## src/hw/rtl/imaadpcm_pkg.sv

```systemverilog
// ============================================================================
// IMA ADPCM codec package
// Widths, limits and the step and index adaptation tables of the codec.
// ============================================================================
`default_nettype none

package imaadpcm_pkg;

   localparam int SAMPLE_W   = 16;
   localparam int STEP_W     = 15;
   localparam int IDX_W      = 7;
   localparam int CODE_W     = 4;
   localparam int ERR_W      = 17;

   localparam logic [IDX_W-1:0] MAX_IDX    = 7'd88;
   localparam logic [IDX_W-1:0] STEP_COUNT = 7'd89;
   localparam logic [ERR_W-1:0] ERR_START  = 17'h10000;

   localparam logic signed [SAMPLE_W-1:0] PRED_MAX = 16'sh7FFF;
   localparam logic signed [SAMPLE_W-1:0] PRED_MIN = 16'sh8000;

   localparam logic [STEP_W-1:0] STEP_TAB [89] = '{
      15'd7,     15'd8,     15'd9,     15'd10,    15'd11,    15'd12,    15'd13,
      15'd14,    15'd16,    15'd17,    15'd19,    15'd21,    15'd23,    15'd25,
      15'd28,    15'd31,    15'd34,    15'd37,    15'd41,    15'd45,    15'd50,
      15'd55,    15'd60,    15'd66,    15'd73,    15'd80,    15'd88,    15'd97,
      15'd107,   15'd118,   15'd130,   15'd143,   15'd157,   15'd173,   15'd190,
      15'd209,   15'd230,   15'd253,   15'd279,   15'd307,   15'd337,   15'd371,
      15'd408,   15'd449,   15'd494,   15'd544,   15'd598,   15'd658,   15'd724,
      15'd796,   15'd876,   15'd963,   15'd1060,  15'd1166,  15'd1282,  15'd1411,
      15'd1552,  15'd1707,  15'd1878,  15'd2066,  15'd2272,  15'd2499,  15'd2749,
      15'd3024,  15'd3327,  15'd3660,  15'd4026,  15'd4428,  15'd4871,  15'd5358,
      15'd5894,  15'd6484,  15'd7132,  15'd7845,  15'd8630,  15'd9493,  15'd10442,
      15'd11487, 15'd12635, 15'd13899, 15'd15289, 15'd16818, 15'd18500, 15'd20350,
      15'd22385, 15'd24623, 15'd27086, 15'd29794, 15'd32767
   };

   // Step size for an index; indices beyond the table read the last entry.
   function automatic logic [STEP_W-1:0] step_of(input logic [IDX_W-1:0] idx);
      logic [IDX_W-1:0] clamped;
      clamped = (idx > MAX_IDX) ? MAX_IDX : idx;
      return STEP_TAB[clamped];
   endfunction

   // Index adaptation after a code, clamped to the table range.
   function automatic logic [IDX_W-1:0] next_index(input logic [IDX_W-1:0]  idx,
                                                   input logic [CODE_W-1:0] code);
      logic signed [IDX_W+1:0] sum;
      logic signed [IDX_W+1:0] adj;
      logic [IDX_W-1:0]        clamped;
      clamped = (idx > MAX_IDX) ? MAX_IDX : idx;
      case (code[2:0])
         3'd4:    adj = 9'sd2;
         3'd5:    adj = 9'sd4;
         3'd6:    adj = 9'sd6;
         3'd7:    adj = 9'sd8;
         default: adj = -9'sd1;
      endcase
      sum = $signed({2'b00, clamped}) + adj;
      if (sum < 0) begin
         return '0;
      end else if (sum > $signed({2'b00, MAX_IDX})) begin
         return MAX_IDX;
      end else begin
         return sum[IDX_W-1:0];
      end
   endfunction

endpackage

`default_nettype wire

```

## src/hw/rtl/ima_adpcm_codec_top.sv

```systemverilog
// ============================================================================
// IMA ADPCM codec
// 4-bit IMA ADPCM encoder and decoder built around one shared quantizer step.
// ============================================================================
//
// This block encodes 16-bit PCM samples into 4-bit IMA ADPCM codes, or decodes
// codes back into samples, as selected by the one-bit mode register written
// through the csr channel; the user must write it only while the block is idle,
// which the block does not enforce. Each accepted item runs through a small
// sequencer that drives one shared compare-subtract unit: a load state reads
// the step size from the table and forms the difference, a step state produces
// the three magnitude bits (compare and subtract when encoding, taken from the
// code when decoding), a finish state adds the delta to the predictor with
// saturation, and a done state delivers the result item once the output
// register is free; no new item is accepted before the return to idle. An
// encode item with the block-start flag first runs the quantizer against a
// zero predictor for each of the 89 step indices, each followed by an error
// compare; the lowest index with the smallest reconstruction error wins and
// is reported in chosen_index with index_valid set. A decode item with the
// block-start flag loads the header predictor and index (clamped to 88) in its
// acceptance cycle and produces no result item. The result sits in an output
// register, so the next input item is accepted while a finished result still
// waits to be taken.
`default_nettype none

module ima_adpcm_codec_top (
   input  wire logic        clock,
   input  wire logic        reset,

   input  wire logic        csr_valid,
   output logic             csr_ready,
   input  wire logic        csr_data,        // codec_mode: 0 encode, 1 decode

   input  wire logic        req_tvalid,
   output logic             req_tready,
   input  wire logic [31:0] req_tdata,       // [15:0] pcm_sample, [19:16] code_nibble,
                                             // [26:20] header_index, rest zero
   input  wire logic        req_tuser,       // block_start

   output logic             rsp_tvalid,
   input  wire logic        rsp_tready,
   output logic [39:0]      rsp_tdata,       // [3:0] code_out, [19:4] sample_out,
                                             // [26:20] step_index_out,
                                             // [33:27] chosen_index, rest zero
   output logic             rsp_tuser        // index_valid
);

   import imaadpcm_pkg::*;

   typedef enum logic [2:0] {
      S_IDLE,
      S_LOAD,
      S_STEP,
      S_FIN,
      S_ERR,
      S_DONE
   } state_type;

   // Control and architectural state.
   state_type                    state_ff, state_in;
   logic                         mode_ff, mode_in;
   logic signed [SAMPLE_W-1:0]   pred_ff, pred_in;
   logic [IDX_W-1:0]             idx_ff, idx_in;
   logic [IDX_W-1:0]             cnt_ff, cnt_in;
   logic [ERR_W-1:0]             best_err_ff, best_err_in;
   logic [IDX_W-1:0]             best_idx_ff, best_idx_in;
   logic                         srch_ff, srch_in;
   logic                         rsp_valid_ff, rsp_valid_in;

   // Item registers and the working registers of the shared quantizer.
   logic                         start_ff, start_in;
   logic signed [SAMPLE_W-1:0]   sample_ff, sample_in;
   logic [CODE_W-1:0]            nib_ff, nib_in;
   logic [STEP_W-1:0]            step_ff, step_in;
   logic [ERR_W-1:0]             mag_ff, mag_in;
   logic [ERR_W-1:0]             delta_ff, delta_in;
   logic [CODE_W-1:0]            code_ff, code_in;
   logic [1:0]                   k_ff, k_in;
   logic signed [SAMPLE_W-1:0]   npred_ff, npred_in;

   // Result register.
   logic [CODE_W-1:0]            out_code_ff, out_code_in;
   logic [SAMPLE_W-1:0]          out_sample_ff, out_sample_in;
   logic [IDX_W-1:0]             out_sidx_ff, out_sidx_in;
   logic [IDX_W-1:0]             out_chosen_ff, out_chosen_in;
   logic                         out_flag_ff, out_flag_in;

   // Datapath intermediates.
   logic [IDX_W-1:0]             cur_idx;
   logic signed [SAMPLE_W-1:0]   base_pred;
   logic [STEP_W-1:0]            tab_step;
   logic signed [ERR_W-1:0]      diff;
   logic [1:0]                   bitpos;
   logic                         take;
   logic signed [ERR_W:0]        sum;
   logic signed [ERR_W-1:0]      err;
   logic [ERR_W-1:0]             abs_err;
   logic                         better;
   logic [IDX_W-1:0]             hdr_idx;

   assign csr_ready  = 1'b1;
   assign req_tready = (state_ff == S_IDLE);
   assign rsp_tvalid = rsp_valid_ff;
   assign rsp_tuser  = out_flag_ff;
   assign rsp_tdata  = {6'b0, out_chosen_ff, out_sidx_ff, out_sample_ff, out_code_ff};

   // During the start search the quantizer works from a zero predictor at the
   // index under test; otherwise from the running predictor and index.
   assign cur_idx   = srch_ff ? cnt_ff : idx_ff;
   assign base_pred = srch_ff ? '0 : pred_ff;
   assign tab_step  = step_of(cur_idx);
   assign diff      = $signed({sample_ff[SAMPLE_W-1], sample_ff})
                    - $signed({base_pred[SAMPLE_W-1], base_pred});
   assign bitpos    = 2'd2 - k_ff;
   assign take      = mode_ff ? nib_ff[bitpos] : (mag_ff >= {2'b00, step_ff});
   assign sum       = $signed({{2{base_pred[SAMPLE_W-1]}}, base_pred})
                    + (code_ff[3] ? -$signed({1'b0, delta_ff}) : $signed({1'b0, delta_ff}));
   assign err       = $signed({npred_ff[SAMPLE_W-1], npred_ff})
                    - $signed({sample_ff[SAMPLE_W-1], sample_ff});
   assign abs_err   = err[ERR_W-1] ? ERR_W'(-err) : ERR_W'(err);
   assign better    = (abs_err < best_err_ff);
   assign hdr_idx   = (req_tdata[26:20] > MAX_IDX) ? MAX_IDX : req_tdata[26:20];

   always_comb begin
      state_in      = state_ff;
      mode_in       = mode_ff;
      pred_in       = pred_ff;
      idx_in        = idx_ff;
      cnt_in        = cnt_ff;
      best_err_in   = best_err_ff;
      best_idx_in   = best_idx_ff;
      srch_in       = srch_ff;
      rsp_valid_in  = rsp_valid_ff;
      start_in      = start_ff;
      sample_in     = sample_ff;
      nib_in        = nib_ff;
      step_in       = step_ff;
      mag_in        = mag_ff;
      delta_in      = delta_ff;
      code_in       = code_ff;
      k_in          = k_ff;
      npred_in      = npred_ff;
      out_code_in   = out_code_ff;
      out_sample_in = out_sample_ff;
      out_sidx_in   = out_sidx_ff;
      out_chosen_in = out_chosen_ff;
      out_flag_in   = out_flag_ff;

      if (csr_valid && csr_ready) begin
         mode_in = csr_data;
      end

      if (rsp_valid_ff && rsp_tready) begin
         rsp_valid_in = 1'b0;
      end

      case (state_ff)
         S_IDLE: begin
            if (req_tvalid) begin
               start_in  = req_tuser;
               sample_in = $signed(req_tdata[15:0]);
               nib_in    = req_tdata[19:16];
               srch_in   = 1'b0;
               if (mode_ff && req_tuser) begin
                  // Decode header: load state, no result item.
                  pred_in = $signed(req_tdata[15:0]);
                  idx_in  = hdr_idx;
               end else if (!mode_ff && req_tuser) begin
                  pred_in     = '0;
                  cnt_in      = '0;
                  best_err_in = ERR_START;
                  best_idx_in = '0;
                  srch_in     = 1'b1;
                  state_in    = S_LOAD;
               end else begin
                  state_in = S_LOAD;
               end
            end
         end

         S_LOAD: begin
            step_in  = tab_step;
            delta_in = {5'b0, tab_step[STEP_W-1:3]};
            mag_in   = diff[ERR_W-1] ? ERR_W'(-diff) : ERR_W'(diff);
            code_in  = {(mode_ff ? nib_ff[3] : diff[ERR_W-1]), 3'b000};
            k_in     = '0;
            state_in = S_STEP;
         end

         S_STEP: begin
            if (take) begin
               mag_in          = mag_ff - {2'b00, step_ff};
               delta_in        = delta_ff + {2'b00, step_ff};
               code_in[bitpos] = 1'b1;
            end
            step_in = step_ff >> 1;
            k_in    = k_ff + 2'd1;
            if (k_ff == 2'd2) begin
               state_in = S_FIN;
            end
         end

         S_FIN: begin
            if (sum > $signed({{3{PRED_MAX[SAMPLE_W-1]}}, PRED_MAX})) begin
               npred_in = PRED_MAX;
            end else if (sum < $signed({{3{PRED_MIN[SAMPLE_W-1]}}, PRED_MIN})) begin
               npred_in = PRED_MIN;
            end else begin
               npred_in = sum[SAMPLE_W-1:0];
            end
            state_in = srch_ff ? S_ERR : S_DONE;
         end

         S_ERR: begin
            // Strict compare keeps the lowest index on a tie.
            if (better) begin
               best_err_in = abs_err;
               best_idx_in = cnt_ff;
            end
            if (cnt_ff == MAX_IDX) begin
               srch_in = 1'b0;
               cnt_in  = STEP_COUNT;
               idx_in  = better ? cnt_ff : best_idx_ff;
            end else begin
               cnt_in = cnt_ff + 7'd1;
            end
            state_in = S_LOAD;
         end

         S_DONE: begin
            if (!rsp_valid_ff || rsp_tready) begin
               pred_in       = npred_ff;
               idx_in        = next_index(idx_ff, code_ff);
               out_code_in   = mode_ff ? '0 : code_ff;
               out_sample_in = npred_ff;
               out_sidx_in   = next_index(idx_ff, code_ff);
               out_flag_in   = start_ff && !mode_ff;
               out_chosen_in = (start_ff && !mode_ff) ? idx_ff : '0;
               rsp_valid_in  = 1'b1;
               state_in      = S_IDLE;
            end
         end

         default: begin
            state_in = S_IDLE;
         end
      endcase
   end

   always_ff @(posedge clock) begin
      if (reset) begin
         state_ff     <= S_IDLE;
         mode_ff      <= 1'b0;
         pred_ff      <= '0;
         idx_ff       <= '0;
         cnt_ff       <= '0;
         best_err_ff  <= '0;
         best_idx_ff  <= '0;
         srch_ff      <= 1'b0;
         rsp_valid_ff <= 1'b0;
      end else begin
         state_ff     <= state_in;
         mode_ff      <= mode_in;
         pred_ff      <= pred_in;
         idx_ff       <= idx_in;
         cnt_ff       <= cnt_in;
         best_err_ff  <= best_err_in;
         best_idx_ff  <= best_idx_in;
         srch_ff      <= srch_in;
         rsp_valid_ff <= rsp_valid_in;
      end
      start_ff      <= start_in;
      sample_ff     <= sample_in;
      nib_ff        <= nib_in;
      step_ff       <= step_in;
      mag_ff        <= mag_in;
      delta_ff      <= delta_in;
      code_ff       <= code_in;
      k_ff          <= k_in;
      npred_ff      <= npred_in;
      out_code_ff   <= out_code_in;
      out_sample_ff <= out_sample_in;
      out_sidx_ff   <= out_sidx_in;
      out_chosen_ff <= out_chosen_in;
      out_flag_ff   <= out_flag_in;
   end

endmodule

`default_nettype wire

```

## config.mk

```make
export PLATFORM = sky130hd
export DESIGN_NAME = ima_adpcm_codec_top
export DESIGN_NICKNAME = d
export VERILOG_FILES = /design/src/hw/rtl/imaadpcm_pkg.sv /design/src/hw/rtl/ima_adpcm_codec_top.sv
export SDC_FILE = /design/constraint.sdc
export NUM_CORES = 1
export LEC_CHECK = 0
export BUFFER_PORTS_ARGS = -buffer_cell sky130_fd_sc_hd__buf_4
export CAP_MARGIN = 20
export CORE_MARGIN = 10
export CORE_UTILIZATION = 45
export CTS_BUF_LIST = sky130_fd_sc_hd__clkbuf_16
export DETAILED_ROUTE_END_ITERATION = 10
export PLACE_DENSITY = 0.65
export SLEW_MARGIN = 25
export SYNTH_ARGS = -nofsm -noshare
export SYNTH_HDL_FRONTEND = slang
export SYNTH_SLANG_ARGS = --single-unit
```

## constraint.sdc

```tcl
create_clock -name clock -period 13.4 [get_ports clock]
set_input_delay 2.68 -clock clock [delete_from_list [all_inputs] [get_ports clock]]
set_output_delay 2.68 -clock clock [all_outputs]
set_load 0.1 [all_outputs]
```

# After elaboration in Yosys (flattened, before gate mapping)
# Memory sizes are Yosys's and may differ from the RTL's.
# Cells that the tools add are included.
[totals] elab_cells=159 mem_bits_ro=1920 out_inout_bits=44 mem_count=1 ff_bits=187
[mem_list] memory="(no name shown)" depth=128 width=15 rd=1 rd_clocked_by_memory_dff=0 write_ports=0 line="imaadpcm_pkg.sv:42" source="return STEP_TAB[clamped];"
[op_classes] n_addsub=12 magnitude_cmp=12 mux=66 bitwise_logic=2 n_reduce_logical=22 eq_ne=21
[ops] op="$mux 17" n=8
[ops] op="$mux 7" n=15
[ops] op="$pmux 17 s2" n=3
[ops] op="$mux 16" n=6
[ops] op="$pmux 9 s4" n=1
[ops] op="$neg 17->17" n=2
[ops] op="$sub 16x16->17" n=2
[ops] op="$pmux 16 s2" n=1
[ops] op="$mux 15" n=2
[ops] op="$pmux 15 s2" n=1
[ops] op="$pmux 7 s2" n=2
[ops] op="$gt 7x7->1 const B" n=3
[ops] op="$pmux 7 s3" n=1
[ops] op="$add 16x18->18" n=1
[ops] op="$eq 3x3->1 const B" n=6
[ops] op="$gt 18x16->1 const B" n=1
[ops] op="$lt 18x16->1 const B" n=1
[ops] op="$mux 18" n=1
[ops] op="$mux 9" n=2
[ops] op="$neg 17->18" n=1
[ops] op="$pmux 3 s6" n=1
[ops] op="$add 17x15->17" n=1
[ops] op="$ge 17x15->1" n=1
[ops] op="$lt 17x17->1" n=1
[ops] op="37 further kinds" n=71

# Logic depth before layout (Yosys ltp)
# Gate-level depths: netlist (run 1).
[depth] word_depth=10 depth_mapped=24 depth_no_buf=21

# Worst setup path before layout (run 1)
# OpenSTA, ideal clock, no wires.
[synth_timing] path_kind="register to output" from="register state_ff[2]" to="output port req_tready" t_required_ps=10720 n_path_buf=1 t_arrival_ps=2702 slack_ps=8018 path_stages_with_launch=3 path_cell_list="dfxtp_1 clkbuf_1 nor3_1"
[synth_via] elab_chain_cells=1
[synth_lines] item="start: declaration" line="ima_adpcm_codec_top.sv:60" source="state_type state_ff, state_in;"
[synth_lines] item="start signal: assignment" line="ima_adpcm_codec_top.sv:262" source="state_ff <= state_in;"
[synth_lines] item="$logic_not 3->1" line="ima_adpcm_codec_top.sv:102" source="assign req_tready = (state_ff == S_IDLE);"
[synth_lines] item="end: declaration" line="ima_adpcm_codec_top.sv:35" source="output logic req_tready,"
# No other way between the ends.

# Final worst setup path (run 1)
[layout_timing] from="register sample_ff[4]" to="register best_err_ff[8]"
[layout_via] elab_chain_cells=6 elab_cells_between_ends=8
[layout_lines] item="start: declaration" line="ima_adpcm_codec_top.sv:72" source="logic signed [SAMPLE_W-1:0] sample_ff, sample_in;"
[layout_lines] item="start signal: assignment" line="ima_adpcm_codec_top.sv:273" source="sample_ff <= sample_in;"
[layout_lines] item="$sub 16x16->17 (*)" line="ima_adpcm_codec_top.sv:119" source="- $signed({sample_ff[SAMPLE_W-1], sample_ff});"
[layout_lines] item="$neg 17->17" line="ima_adpcm_codec_top.sv:120" source="assign abs_err = err[ERR_W-1] ? ERR_W'(-err) : ERR_W'(err);"
[layout_lines] item="$mux 17 (*)" line="ima_adpcm_codec_top.sv:120"
[layout_lines] item="$lt 17x17->1" line="ima_adpcm_codec_top.sv:121" source="assign better = (abs_err < best_err_ff);"
[layout_lines] item="$ne 2x2->1 (no line)"
[layout_lines] item="$reduce_and 5->1 (no line)"
[layout_lines] item="end signal: assignment" line="ima_adpcm_codec_top.sv:267" source="best_err_ff <= best_err_in;"
[layout_lines] item="end: declaration" line="ima_adpcm_codec_top.sv:65" source="logic [ERR_W-1:0] best_err_ff, best_err_in;"
# Every way passes the cells marked *; elsewhere a longest branch is shown, timed or not. The select of a mux whose other input is x is not followed.
# A chain may end at the register's enable or synchronous reset.

==> results.json, run 1 <==
{
  "status": "complete, no violations",
  "htreeDepth": 4,
  "die_w_um": 203,
  "drt_iter0_markers": 982,
  "clock_sinks": 187,
  "ys.flop_type": "edfxtp_1",
  "route.met2.wl_um": 19400,
  "seq_area_frac_synth_pct": 33.3,
  "tns_ns": 0,
  "cts-root-buf": "clkbuf_16",
  "wl_um": 43400,
  "cap_viol_max_count": 0,
  "path_cells": "inv_1, ha_1, a21o_1, o311ai_1, nand2b_1, a311o_1, a221o_1, nand2b_1, xnor2_1, ha_1, nand4_1, o21ai_0, a31oi_1, a21oi_1, o221ai_1, nand2_1, nor2_1, nor3b_1, buf_4, a22o_1",
  "fin_worst_skew_ns": 0.0163,
  "final-setup-viol-count": 0,
  "critPathArrivalTime_ns": 6.04,
  "slowest_delay_ns": 0.57,
  "cts.reportedPaths.clkPinSlew_ns": 0.08,
  "rows": 66,
  "ys_ff_latch": 187,
  "power_mw": 2.77,
  "min_from": "best_idx_ff[3]",
  "netlist_area_um2": 15000,
  "whs_ns": 0.469,
  "postCtsSetupBuffers": 0,
  "area_growth_pct": 9.96,
  "peakVddDrop_mv": 0.0816,
  "finalHoldViolations": 0,
  "period_share_pct": 42.5,
  "wl_met3_um": 2440,
  "ys_types": 88,
  "fmax_ghz": 0.176,
  "cts_buffers": 17,
  "cp-start-kind": "register",
  "chipHeight_um": 203,
  "ff2ff_path_depth": 20,
  "critPathCaptureType": "register",
  "gp_congestion": 0.920,
  "worst-path-stages": 20,
  "grt_pass1_vias": 12600,
  "setup_ws_ns": 7.71,
  "hold-path-cell-count": 2,
  "avgSynthCellArea_um2": 8.66,
  "drive_gt1_share_pct": 9.44,
  "dp_slack_ns": 7.74,
  "hold_buffers": 0,
  "grt_pass1_wl_um": 68900,
  "stdcell_count": 2221,
  "synthArstFlopShare_pct": 0,
  "cp_top_family": "compound AO/OA/AOI/OAI gates",
  "drt_drc_violations_left": 0,
  "ant_nets": 0,
  "hold_path.class": "reg -> reg",
  "p_per_area_nw_per_um2": 168,
  "slew_violations": 0,
  "max_slew_margin_pct": 30.9,
  "io-pin-count": 83,
  "postSynthCellCount": 1737,
  "dr.pass1.iters": 6,
  "core_um2": 32800,
  "worst_pin_slew_ns": 1.03,
  "grt.overflow.total": 0,
  "rsz0062_at_grt": "false",
  "fin_nets": 1939,
  "crit_type": "reg -> reg",
  "start_util_pct": 45.9,
  "final_cell_mix": "nor2_1 (155), nand2_1 (134), a21oi_1 (129), ha_1 (128), edfxtp_1 (127)",
  "fp.dieArea_um2": 41100,
  "path_buf_inv": 2,
  "wl_met1_um": 19700,
  "diodes": 0,
  "wire_per_inst_um": 19.5,
  "yosysWarnings": 0,
  "fin_crit_ns": 5.69,
  "critPathRequiredTime_ns": 13.75,
  "hold-path-endpoint": "best_idx_ff[3]",
  "synth_edf_count": 127,
  "cp_max_fo": 19,
  "portBuffers": 70,
  "antenna_found_initial": 1,
  "p_leak_nw": 6.64,
  "track_usage_pct": 20.9,
  "routed.top_layer": "met4",
  "dp_hpwl_um": 33100,
  "cts_max_path_buffers": 2,
  "dr_total_vias": 13200,
  "cts_tree": "built",
  "rr_endpoint": "best_err_ff[8]",
  "rr_startpoint": "sample_ff[4]",
  "grt_max_degree": 52,
  "r2r_slack_ns": 7.71,
  "final_common_cell": "nor2_1",
  "dp_cells": 2188,
  "critical_path.slowest_cell": "nor2_1",
  "clkLatencyLatePin_ns": 0.46,
  "ctsResizeCount": 0,
  "post_drt_via_cell_ratio": 5.94
}
stage by stage:
stage               cell area, µm²  util (%)
detailed placement           15900      48.6
floorplan                    15100         -
CTS                          16500      50.4
global placement             15900      48.6
finish                       16500      50.4
global route                 16500      50.4
synthesized netlist by cell type (10+ instances only):
library cell / number / area share [%]
clkbuf_1: 66 / 1.6
dfxtp_1: 60 / 8.0
mux2i_1: 10 / 0.67
a31oi_1: 20 / 0.83
o21ai_0: 86 / 2.9
a21oi_1: 131 / 4.4
inv_1: 110 / 2.7
mux2_2: 10 / 0.75
or3_1: 17 / 0.71
edfxtp_1: 127 / 25
o211ai_1: 19 / 0.95
nor2b_1: 23 / 0.96
nor2_1: 157 / 3.9
nor3_1: 42 / 1.4
ha_1: 128 / 11
a21o_1: 60 / 3.0
nand2_1: 134 / 3.3
xnor2_1: 73 / 4.3
or2_2: 13 / 0.54
o21a_1: 20 / 1.0
a211oi_1: 23 / 1.1
nand2b_1: 47 / 2.0
nand3_1: 52 / 1.7
and3_1: 17 / 0.71
a311oi_1: 23 / 1.3
and2_1: 24 / 1.0
a22o_1: 16 / 0.93
a22oi_1: 11 / 0.55
xor2_1: 32 / 1.9
registers in the layout, summed over array words and instances (netlist names), 7 cells and up:
name	cells
npred_ff	16
delta_ff	17
out_sample_ff	16
out_chosen_ff	7
mag_ff	17
out_sidx_ff	7
idx_ff	7
best_err_ff	17
sample_ff	16
pred_ff	16
step_ff	15
best_idx_ff	7
cnt_ff	7
metal layers:
layer  global-route usage, %  vias up
met1                    27.4     6293
li1                        -     6424
met2                    32.6      398
met3                    3.45       86
met5                       0        -
met4                    10.4        0
worst max path at each step:
stage                            endpoint    startpoint  slack (ns)
after floorplan                req_tready   state_ff[2]        8.02
after global placement    best_err_ff[13]  sample_ff[4]        7.78
after detailed placement   best_err_ff[3]   npred_ff[0]        7.74
after CTS                  best_err_ff[4]  sample_ff[4]        7.69
after global routing       best_err_ff[8]  sample_ff[4]        7.14
final                      best_err_ff[8]  sample_ff[4]        7.71
final cells by class:
type | count | area (µm²)
Clock buffer | 18 | 450
Clock inverter | 14 | 110
Tap cell | 442 | 553
Inverter | 110 | 413
Multi-Input combinational cell | 1364 | 9330
Sequential cell | 187 | 5010
Timing Repair Buffer | 86 | 666
Fill cell | 3081 | 16200
power by group:
part           switching [mW]  internal, mW  total (mW)
logic                   0.853         0.589        1.44
clock network           0.243         0.253       0.496
registers              0.0842         0.751       0.835
logic make-up after synthesis:
family | Yosys count | share of synthesized area [%]
simple gates | 571 | 18.7
compound gates | 525 | 23.7
buf+inv | 191 | 5.01
flops | 187 | 33.3
fa+ha+maj | 134 | 11.4
xor+xnor | 105 | 6.12
mux | 22 | 1.66
other cells | 2 | 0.0499
worst register-to-register path: stages (launching register included):
cell and delay (ns):
edfxtp_1 0.45, inv_1 0.07, ha_1 0.42, a21o_1 0.26, o311ai_1 0.36, nand2b_1 0.15
a311o_1 0.37, a221o_1 0.52, nand2b_1 0.26, xnor2_1 0.26, ha_1 0.31, nand4_1 0.09
o21ai_0 0.09, a31oi_1 0.16, a21oi_1 0.10, o221ai_1 0.25, nand2_1 0.30, nor2_1 0.57
nor3b_1 0.12, buf_4 0.22, a22o_1 0.24
Note: power is estimated with default switching activity, not from simulation.
==> run 2, diff against run 1 <==
--- a/config.mk
+++ b/config.mk
@@ -5,6 +5,7 @@
 export SDC_FILE = /design/constraint.sdc
 export NUM_CORES = 1
 export LEC_CHECK = 0
+export ABC_AREA = 1
 export BUFFER_PORTS_ARGS = -buffer_cell sky130_fd_sc_hd__buf_4
 export CAP_MARGIN = 20
 export CORE_MARGIN = 10
==> constraint.sdc (replaced) <==
create_clock -name clock -period 5.45 [get_ports clock]
set_input_delay 1.09 -clock clock [delete_from_list [all_inputs] [get_ports clock]]
set_output_delay 1.09 -clock clock [all_outputs]
set_load 0.1 [all_outputs]
==> run 2 against run 1 <==
Die area is 4.8% higher. Critical path depth increased by 7. Global-route usage up 1.2 points.
==> results.json, run 2 <==
{
  "status": "complete, no violations",
  "synth_most_common_cell": "nand2_1",
  "ys_types": 51,
  "p_leak_nw": 8.23,
  "rows": 68,
  "slew_violations": 0,
  "biggestRegsByFlops": "best_err_ff: 17 flops, delta_ff: 17 flops, mag_ff: 17 flops",
  "synth_top_area_cell": "edfxtp_1",
  "final_area_um2": 17400,
  "fin_util_pct": 50.2,
  "ant_nets": 0,
  "seq_area_frac_synth_pct": 31.7,
  "antenna_found_initial": 0,
  "diodes": 0,
  "final-setup-viol-count": 0,
  "cts_tree": "built",
  "critPathRequiredTime_ns": 5.84,
  "rr_endpoint": "best_err_ff[16]",
  "die_w_um": 208,
  "cts_buffers": 17,
  "dp_slack_ns": 0.238,
  "wire_per_inst_um": 17.1,
  "final_cell_mix": "nand2_1 (634), inv_1 (355), nor2_1 (195), nand3_1 (193), a21oi_1 (175)",
  "yosys-top-cells-count": "nand2_1 (636), inv_1 (356), nor2_1 (197)",
  "r2r_slack_ns": 0.69,
  "critPathCaptureType": "register",
  "grt_pass1_vias": 14200,
  "yosysWarnings": 0,
  "cap_viol_max_count": 0,
  "synth_edf_count": 127,
  "worst_pin_slew_ns": 0.892,
  "final_common_cell": "nand2_1",
  "dr_total_vias": 15300,
  "portBuffers": 70,
  "ys_ff_latch": 187,
  "crit_path_end": "best_err_ff[16]",
  "dr.pass1.iters": 5,
  "grt_pass1_wl_um": 77000,
  "drive_gt1_share_pct": 6.59,
  "crit_type": "reg -> reg",
  "netlist_area_um2": 15800,
  "fmax_ghz": 0.210,
  "power_mw": 9.93,
  "grt_max_degree": 58,
  "dp_hpwl_um": 38400,
  "max_slew_margin_pct": 40.3,
  "critPathArrivalTime_ns": 5.15,
  "clkLatencyLatePin_ns": 0.46,
  "grt.overflow.total": 0,
  "peakVddDrop_mv": 0.289,
  "critical_path.slowest_cell": "fa_1",
  "start_util_pct": 45.7,
  "area_growth_pct": 9.71,
  "crit_start": "sample_ff[0]",
  "cp_max_fo": 19,
  "hold_buffers": 0,
  "n_fill_cell": 3518,
  "period_share_pct": 87.3,
  "clock_sinks": 187,
  "cp-start-kind": "register",
  "fin_nets": 2544,
  "postSynthCellCount": 2327,
  "gp_congestion": 0.972,
  "avgSynthCellArea_um2": 6.80,
  "rsz0062_at_grt": "false",
  "htreeDepth": 4,
  "cts_max_path_buffers": 2,
  "track_usage_pct": 22.1,
  "wl_um": 48700,
  "chipHeight_um": 208,
  "rr_startpoint": "sample_ff[0]",
  "fp.dieArea_um2": 43100,
  "p_per_area_nw_per_um2": 572,
  "drt_iter0_markers": 1145,
  "synthTopCellsByArea": "edfxtp_1 (24%), nand2_1 (15%), ha_1 (10%), inv_1 (8.4%), dfxtp_1 (7.6%)",
  "ff2ff_path_depth": 27,
  "ys.flop_type": "edfxtp_1",
  "finalHoldViolations": 0,
  "slowest_delay_ns": 0.41,
  "placed_area_um2": 16700,
  "crit_top_cell": "nand2_1",
  "drt_drc_violations_left": 0,
  "synth.top_cell.area_share_pct": 24.1,
  "fin_worst_skew_ns": 0.0125,
  "tns_ns": 0,
  "cts.reportedPaths.clkPinSlew_ns": 0.08,
  "post_drt_via_cell_ratio": 5.38,
  "fin_crit_ns": 4.76,
  "synthArstFlopShare_pct": 0,
  "hold_path.class": "reg -> reg",
  "cts-root-buf": "clkbuf_16",
  "io-pin-count": 83,
  "core_um2": 34600,
  "setup_ws_ns": 0.693
}
-- run 2: cell count changes after synthesis, moves of 23 or more --
| cell | before | now |
|---|---|---|
| a21oi_1 | 131 | 175 |
| nor2_1 | 157 | 197 |
| inv_1 | 110 | 356 |
| nand4_1 | 6 | 37 |
| nand3_1 | 52 | 193 |
| o21ai_0 | 86 | 125 |
| a311oi_1 | 23 | 0 |
| a21o_1 | 60 | 4 |
| clkbuf_1 | 66 | 31 |
| nand2b_1 | 47 | 0 |
| xnor2_1 | 73 | 15 |
| nand2_1 | 134 | 636 |
| nor2b_1 | 23 | 0 |
-- run 2: where the power goes --
part | switching [mW] | leakage, nW | total, mW | internal, mW
sequential | 0.304 | 1.68 | 2.42 | 2.12
combinational | 4.20 | 6.27 | 6.26 | 2.05
clock | 0.608 | 0.280 | 1.25 | 0.646
-- run 2: worst max-delay path, delay by kind of cell (launching register included) --
kind	cells	cell delay, ns
buffers and inverters	3	0.45
flip-flops	1	0.40
AO/OA/AOI/OAI	3	0.76
AND/OR/NAND/NOR	18	2.10
adder cells (fa/ha/maj)	3	0.95
-- run 2: worst min-delay path by stage --
| stage | from | to | cells after the start |
|---|---|---|---|
| finish | best_err_ff[5] | best_err_ff[5] | 2 |
| global route | best_err_ff[9] | best_err_ff[9] | 2 |
| CTS | best_err_ff[5] | best_err_ff[5] | 2 |
| detailed placement | best_err_ff[5] | best_err_ff[5] | 2 |
| global placement | npred_ff[0] | out_sample_ff[0] | 0 |
| floorplan | npred_ff[0] | out_sample_ff[0] | 0 |
-- run 2: cell type report --
class	instances	area (µm²)	area share, %
clock buffer	17	425	2.45
clock inverter	15	154	0.886
inverter	369	1390	8.00
multi-input combinational	1713	9170	52.8
sequential	187	5010	28.9
tap	455	569	3.28
timing repair buffer	83	647	3.72
-- run 2: cell families after synthesis --
| kind of cell | synth area share [%] |
|---|---|
| flops | 31.7 |
| simple gates | 29.4 |
| xor+xnor | 3.21 |
| compound gates | 14.1 |
| other cells | 0.0474 |
| fa+ha+maj | 10.9 |
| buf+inv | 10.7 |
-- run 2: layer usage --
layer,vias to the layer above,GRT usage (%),share of wire (%)
met5,-,0,0
met4,0,8.96,3.5
met3,76,3.23,5.2
met2,401,36.7,48
met1,7058,28.1,44
li1,7727,-,-
-- run 2: metrics by stage --
step | std cells | hold WS (ns)
finish | 2839 | 0.463
global route | 2839 | 0.484
CTS | 2837 | 0.464
detailed placement | 2805 | 0.452
global placement | 2805 | 0.440
floorplan | 2332 | 0.426
-- run 2: timing repair --
| item | 4_1_cts | 5_1_grt |
|---|---|---|
| gates resized for setup | 0 | 5 |
| setup buffers | 0 | 0 |
| setup endpoints to repair | 0 | 24 |
==> run 3, diff against run 2 <==
--- a/config.mk
+++ b/config.mk
@@ -9,10 +9,10 @@
 export BUFFER_PORTS_ARGS = -buffer_cell sky130_fd_sc_hd__buf_4
 export CAP_MARGIN = 20
 export CORE_MARGIN = 10
-export CORE_UTILIZATION = 45
+export CORE_UTILIZATION = 55
 export CTS_BUF_LIST = sky130_fd_sc_hd__clkbuf_16
 export DETAILED_ROUTE_END_ITERATION = 10
-export PLACE_DENSITY = 0.65
+export PLACE_DENSITY = 0.76
 export SLEW_MARGIN = 25
 export SYNTH_ARGS = -nofsm -noshare
 export SYNTH_HDL_FRONTEND = slang
==> run 3 against run 2 <==
Design area shrank 0.59%. Global-route usage grew 4.2 points. Setup slack lost 0.10 ns. Sequential share of layout area grew 0.17 points. Count of clock-buffer cells in the layout is the same. Highest routed layer unchanged. Critical path type unchanged.
==> results.json, run 3 (same netlist as run 2, synthesis figures left out) <==
{
  "status": "complete, no violations",
  "rows": 62,
  "final_cell_mix": "nand2_1 (634), inv_1 (355), nor2_1 (195), nand3_1 (193), a21oi_1 (175)",
  "chipHeight_um": 190,
  "cts-root-buf": "clkbuf_16",
  "cts.reportedPaths.clkPinSlew_ns": 0.08,
  "critPathRequiredTime_ns": 5.83,
  "clock_sinks": 187,
  "crit_type": "reg -> reg",
  "antenna_found_initial": 0,
  "wire_per_inst_um": 17.4,
  "start_util_pct": 55.5,
  "fmax_ghz": 0.206,
  "fin_nets": 2543,
  "track_usage_pct": 26.3,
  "portBuffers": 70,
  "dr_total_vias": 15700,
  "slowest_delay_ns": 0.40,
  "worst_pin_slew_ns": 0.929,
  "period_share_pct": 89.2,
  "grt.overflow.total": 0,
  "grt_pass1_vias": 14800,
  "wl_um": 48100,
  "drt_drc_violations_left": 0,
  "htreeDepth": 4,
  "rr_endpoint": "best_err_ff[4]",
  "max_slew_margin_pct": 37.9,
  "p_leak_nw": 8.24,
  "gp_congestion": 0.916,
  "share_seq_of_total_power_pct": 24.2,
  "rsz0062_at_grt": "false",
  "ant_nets": 0,
  "worst-path-stages": 26,
  "pwr-share-comb_pct": 63.1,
  "core_um2": 28500,
  "power_mw": 10.0,
  "crit_path_end": "best_err_ff[4]",
  "io-pin-count": 83,
  "rr_startpoint": "sample_ff[0]",
  "fp.dieArea_um2": 36000,
  "clock_power_share_pct": 12.7,
  "r2r_slack_ns": 0.59,
  "cp_max_fo": 19,
  "power.internal_mw": 4.81,
  "clkLatencyLatePin_ns": 0.46,
  "grt_max_degree": 58,
  "critical_path.slowest_cell": "edfxtp_1",
  "ff2ff_path_depth": 26,
  "min_from": "npred_ff[0]",
  "drt_iter0_markers": 1567,
  "whs_ns": 0.463,
  "fin_crit_ns": 4.86,
  "p_per_area_nw_per_um2": 581,
  "finalHoldViolations": 0,
  "cts_max_path_buffers": 2,
  "cp_top_family": "simple AND/OR/NAND/NOR gates",
  "wl_met1_um": 20300,
  "cap_viol_max_count": 0,
  "fin_worst_skew_ns": 0.0247,
  "dp_hpwl_um": 37200,
  "switching_share_pct": 52.1,
  "crit_start": "sample_ff[0]",
  "cts_tree": "built",
  "critPathCaptureType": "register",
  "route.met2.wl_um": 23300,
  "netSwitchingPower_mw": 5.22,
  "post_drt_via_cell_ratio": 5.67,
  "crit_top_cell": "nand2_1",
  "cts_buffers": 17,
  "tns_ns": 0,
  "slew_violations": 0,
  "path_buf_inv": 4,
  "biggestRegsByFlops": "best_err_ff: 17 flops, delta_ff: 17 flops, mag_ff: 17 flops",
  "final_common_cell": "nand2_1",
  "grt_pass1_wl_um": 76800,
  "wl_met3_um": 2770,
  "die_w_um": 190,
  "dr.pass1.iters": 8,
  "hold_path.class": "reg -> reg",
  "critPathArrivalTime_ns": 5.24,
  "fin_util_pct": 60.5,
  "drive_gt1_share_pct": 6.55,
  "cp-start-kind": "register",
  "final-setup-viol-count": 0,
  "area_growth_pct": 9.07,
  "peakVddDrop_mv": 0.305,
  "diodes": 0,
  "routed.top_layer": "met4"
}
-- run 3: routing by layer --
layer,track usage (%),vias up
li1,-,7718
met1,32.7,7276
met2,45.7,587
met3,2.86,96
met4,10.5,0
met5,0,-
-- run 3: through the flow --
| step | cell area (µm²) | std cells | setup WS (ns) |
|---|---|---|---|
| global route | 17300 | 2767 | 0.150 |
| detailed placement | 16600 | 2734 | 0.382 |
| floorplan | 15900 | 2332 | 1.40 |
| finish | 17300 | 2767 | 0.590 |
| CTS | 17200 | 2766 | 0.399 |
| global placement | 16600 | 2734 | 0.554 |
-- run 3: final cells by class --
cell class	count	area [µm²]
clock buffers	17	425
well taps	384	480
clock inverters	15	169
flip-flops and latches	187	5010
fillers	2721	11300
inverters	369	1390
repair buffers	82	636
multi-input cells	1713	9150
-- run 3: timing repair --
item / CTS / global route
hold buffers: 0 / 0
gates resized for setup: 0 / 3
setup buffers: 0 / 0
endpoints found under the setup margin: 0 / 19
-- run 3: power by group through the flow --
stage	Combinational, mW	Clock, mW	Sequential, mW
detailed placement	6.17	0	2.43
floorplan	4.73	0	2.31
global route	7.16	1.33	2.44
finish	6.33	1.27	2.42
global placement	6.00	0	2.42
CTS	6.23	1.28	2.41
-- run 3: how the worst min path moves through the flow --
stage               slack, ns                to  cells past startpoint
floorplan                0.43  out_sample_ff[0]                      0
global placement         0.43  out_sample_ff[0]                      0
detailed placement       0.45  out_sample_ff[0]                      0
CTS                      0.47    best_err_ff[1]                      2
global route             0.48    best_err_ff[1]                      2
finish                   0.46  out_sample_ff[0]                      0
